**src/rtl/core/array_list_insert_remove_core_defines.svh**
```systemverilog
// Assertion macros shared by the core.
`ifndef ARRAY_LIST_INSERT_REMOVE_CORE_DEFINES_SVH
`define ARRAY_LIST_INSERT_REMOVE_CORE_DEFINES_SVH

// Same-cycle implication, checked out of reset.
`define ALC_ASSERT_IMP(lbl, ante, cons) \
	lbl: assert property (@(posedge clk) disable iff (!arst_n) (ante) |-> (cons)) \
		else $error("core assertion failed");

// Next-cycle implication, checked out of reset.
`define ALC_ASSERT_NXT(lbl, ante, cons) \
	lbl: assert property (@(posedge clk) disable iff (!arst_n) (ante) |=> (cons)) \
		else $error("core assertion failed");

`endif

```
**src/rtl/core/alc_pkg.sv**
```systemverilog
package alc_pkg;

	localparam int CAPACITY = 256;
	localparam int IDX_W    = $clog2(CAPACITY);
	localparam int CNT_W    = $clog2(CAPACITY + 1);
	localparam int POS_W    = 9;
	localparam int WORD_W   = 64;
	localparam int CMP_W    = (CNT_W > POS_W) ? CNT_W : POS_W;

	// read tree: groups of GRP_SZ cells, one registered level per group
	localparam int GRP_SZ   = (CAPACITY >= 64) ? 16 : 2;
	localparam int GSEL_W   = $clog2(GRP_SZ);
	localparam int NGRP     = CAPACITY / GRP_SZ;
	localparam int GIDX_W   = IDX_W - GSEL_W;

	typedef enum logic [1:0] {
		MODE_READ   = 2'd0,
		MODE_WRITE  = 2'd1,
		MODE_INSERT = 2'd2,
		MODE_REMOVE = 2'd3
	} mode_t;

	typedef enum logic [1:0] {
		ST_OK    = 2'd0,
		ST_RANGE = 2'd1,
		ST_FULL  = 2'd2
	} status_t;

	// broadcast to every cell; strobes are already qualified by the accept
	typedef struct packed {
		logic              wr;
		logic              ins;
		logic              rem;
		logic [IDX_W-1:0]  pos;
		logic [WORD_W-1:0] word;
	} cell_ctrl_t;

endpackage

```
**src/rtl/core/alc_cell.sv**
```systemverilog
module alc_cell (
	input  logic                               clk,
	input  logic [alc_pkg::IDX_W-1:0]          idx,
	input  alc_pkg::cell_ctrl_t                ctrl,
	input  logic [alc_pkg::WORD_W-1:0]         left,
	input  logic [alc_pkg::WORD_W-1:0]         right,
	output logic [alc_pkg::WORD_W-1:0]         word
);

	logic above;
	logic at_pos;

	assign above  = idx > ctrl.pos;
	assign at_pos = idx == ctrl.pos;

	always_ff @(posedge clk) begin
		if (ctrl.ins && above) begin
			word <= left;          // shift up
		end else if ((ctrl.ins || ctrl.wr) && at_pos) begin
			word <= ctrl.word;
		end else if (ctrl.rem && (above || at_pos)) begin
			word <= right;         // shift down
		end
	end

endmodule
```
**config.mk**
```make
export PLATFORM = sky130hd
export DESIGN_NAME = alc_cell
export DESIGN_NICKNAME = d
export VERILOG_FILES = /design/src/rtl/core/array_list_insert_remove_core_defines.svh /design/src/rtl/core/alc_pkg.sv /design/src/rtl/core/alc_cell.sv
export SDC_FILE = /design/constraint.sdc
export NUM_CORES = 1
export LEC_CHECK = 0
export ABC_CLOCK_PERIOD_IN_PS = 6000
export BUFFER_PORTS_ARGS = -buffer_cell sky130_fd_sc_hd__buf_2
export CAP_MARGIN = 30
export CORE_ASPECT_RATIO = 1.5
export CORE_MARGIN = 8
export CORE_UTILIZATION = 37
export DETAILED_ROUTE_END_ITERATION = 6
export PLACE_DENSITY = 0.9
export REMOVE_ABC_BUFFERS = 1
export SYNTH_ARGS = -nofsm -noshare
export SYNTH_HDL_FRONTEND = slang
export SYNTH_SLANG_ARGS = --single-unit
```
**constraint.sdc**
```tcl
create_clock -name clk -period 6 [get_ports clk]
set_input_delay 0.6 -clock clk [delete_from_list [all_inputs] [get_ports clk]]
set_output_delay 0.6 -clock clk [all_outputs]
set_load 0.05 [all_outputs]
```
==> flow_summary.ini <==
[placed_design]
place.gp.congestion = 0.8549
placed_area_sq_mm = 0.005231
place_ws_ns = 2.172
hpwl_mm = 10.07
dp_cells = 623
port_buffers = 275

[pwr]
p_int_mw = 1.062
leakagePower_nw = 2.500
ir_drop_mv = 0.1429
pwr-share-seq = 0.368
power_density_mw_per_mm2 = 293.3
switching_share = 0.3442
pwr-share-comb = 0.322
pwr-share-clk = 0.310
p_sw_uw = 557.1
power_mw = 1.619

[layout]
regMostFlops = word
seqCellArea_sq_mm = 0.001922
fin_nets = 737
layout_common_cells = 275 x buf_2, 110 x mux2_2, 64 x edfxtp_1, 18 x mux2_1, 9 x clkbuf_16
fill_cells = 839
utilization = 0.5539
final_common_cell = buf_2
multi_input_area_sq_mm = 0.001687
fin_cells = 639
final_design_area_no_fill_sq_mm = 0.005520
largest_reg_flops = 64
n_antenna_cell = 0
syn_to_final_growth_pct = 48.20
drive_gt1_frac = 0.7854
top_regs = word x64

[routing]
drt_first_pass_iters = 4
routed_via_density = 4.869
wl_per_cell_microns = 18.89
antenna_left = 0
vias = 3111
dr.first_iter.drc_count = 57
route.detailed.drc = 0
routed_wl_mm = 12.07

[clock_network]
cts_max_path_buffers = 2
post_cts_buffers = 0
hold_buffers = 0
htree_levels = 3
cts_buffers = 9
ctsResizeCount = 0
tritoncts = built
cts.sinks = 64
path_clk_slew_ns = 0.06
cts_root_buf = clkbuf_16

[sta]
maxSlewViolCount = 0
rsz0062_at_grt = no
setup_ws_ns = 2.611
fin_crit_sh = 0.5649
finalSetupViolations = 0
max_clock_freq_mhz = 295.1
worst_pin_slew_ns = 0.9283
hold_violations = 0
fin_tns_setup_ns = 0
slew_headroom = 0.3797
holdWs_ns = 0.5558
fin_crit_ns = 3.389

[min_path]
holdCritStartpoint = left[31]
hp-class = in -> reg

[floorplan]
rows = 45
core_sq_mm = 0.009966
dieHeight_microns = 138.9
dieArea_sq_mm = 0.01360
pin_count = 276
initial_utilization = 0.3738
fp.dieW_microns = 97.93

[critical_path]
crit_start = ctrl[67]
arrival_ns = 3.45
end_kind = flip-flop
cp.required_ns = 6.06
startpoint_type = primary input
crit_type = in -> reg
path_max_fanout = 33

[logic_synthesis]
synth-seq-cells = 64
synth_area_leaders = edfxtp_1 52%, mux2_2 33%, mux2_1 5.4%
yosysWarnings = 0
synth_area_leader_cell = edfxtp_1
synthDistinctLibCells = 21
netlist_area_sq_mm = 0.003725
synth_top_area_frac = 0.5160
postSynthAreaPerCell_sq_um = 15.65
syn-instance-count = 238
ys_seq_area_frac = 0.5160

[run_status]
status = finished, final reports clean

[run]
maxCapViolCount = 0

[global_route]
first_global_vias = 3602
grt_first_pass_wirelength_mm = 18.44
grt_usage = 0.1732
antenna_found_initial = 1
overflow = 0
grt_max_degree = 34
[worst paths after layout]
check       end  cells after the start
min    word[31]                      2
max    word[40]                      9
[logic make-up (layout without fill, tap and decap cells)]
logic type                 count (synthesis)  after routing  synth area share
muxes                                    128            128            0.3870
DFF                                       64             64            0.5160
buffers and inverters                     20            304           0.03426
AOI/OAI and AO/OA                          9              9           0.01747
and+or+nand+nor                            9              9           0.01847
adders and majority gates                  8              8           0.02687
[power groups by stage]
| stage | Combinational (mW) | Clock [mW] | Sequential (mW) |
|---|---|---|---|
| 2_1_floorplan | 0.104 | 0 | 0.860 |
| 3_5_place_dp | 0.527 | 0 | 0.607 |
| 6_report | 0.521 | 0.501 | 0.596 |
| 5_1_grt | 0.547 | 0.533 | 0.603 |
| 4_1_cts | 0.528 | 0.516 | 0.598 |
| 3_3_place_gp | 0.508 | 0 | 0.604 |
[synth_stat cells]
master,count
o22ai_1,1
and3_4,1
nand4_1,1
ha_1,8
o211ai_1,1
buf_6,6
inv_1,8
mux2_2,110
mux2_1,18
a31oi_4,1
o21ai_0,2
edfxtp_1,64
buf_2,6
nand2_1,1
a21oi_1,4
nor2_4,1
nand4_2,1
nor2_1,1
nor3_1,1
or2_4,1
nor2b_1,1
[worst max-delay path: stages]
cell     delay [ns]
buf_2          0.08
inv_1          0.03
ha_1           0.32
nand4_2        0.15
or2_4          0.29
nor2_4         0.73
buf_4          0.51
mux2_2         0.38
mux2_1         0.32
[area by class of cell]
type | count | area share
sequential | 64 | 0.3481
multi-input combinational | 154 | 0.3055
timing repair buffer | 280 | 0.2620
clock buffer | 10 | 0.04148
tap | 117 | 0.02652
clock inverter | 6 | 0.01088
inverter | 8 | 0.005440
[layer usage]
layer | share of wire | vias up | routed length (microns) | track usage
met3 | 0.10 | 20 | 1223 | 0.07839
met2 | 0.54 | 170 | 6530 | 0.3266
met1 | 0.34 | 1435 | 4051 | 0.1551
met4 | 0.021 | 2 | 251 | 0.06518
met5 | 0.0011 | - | 13 | 0
li1 | - | 1484 | - | -
No activity file was read; power rests on OpenSTA's default activity.
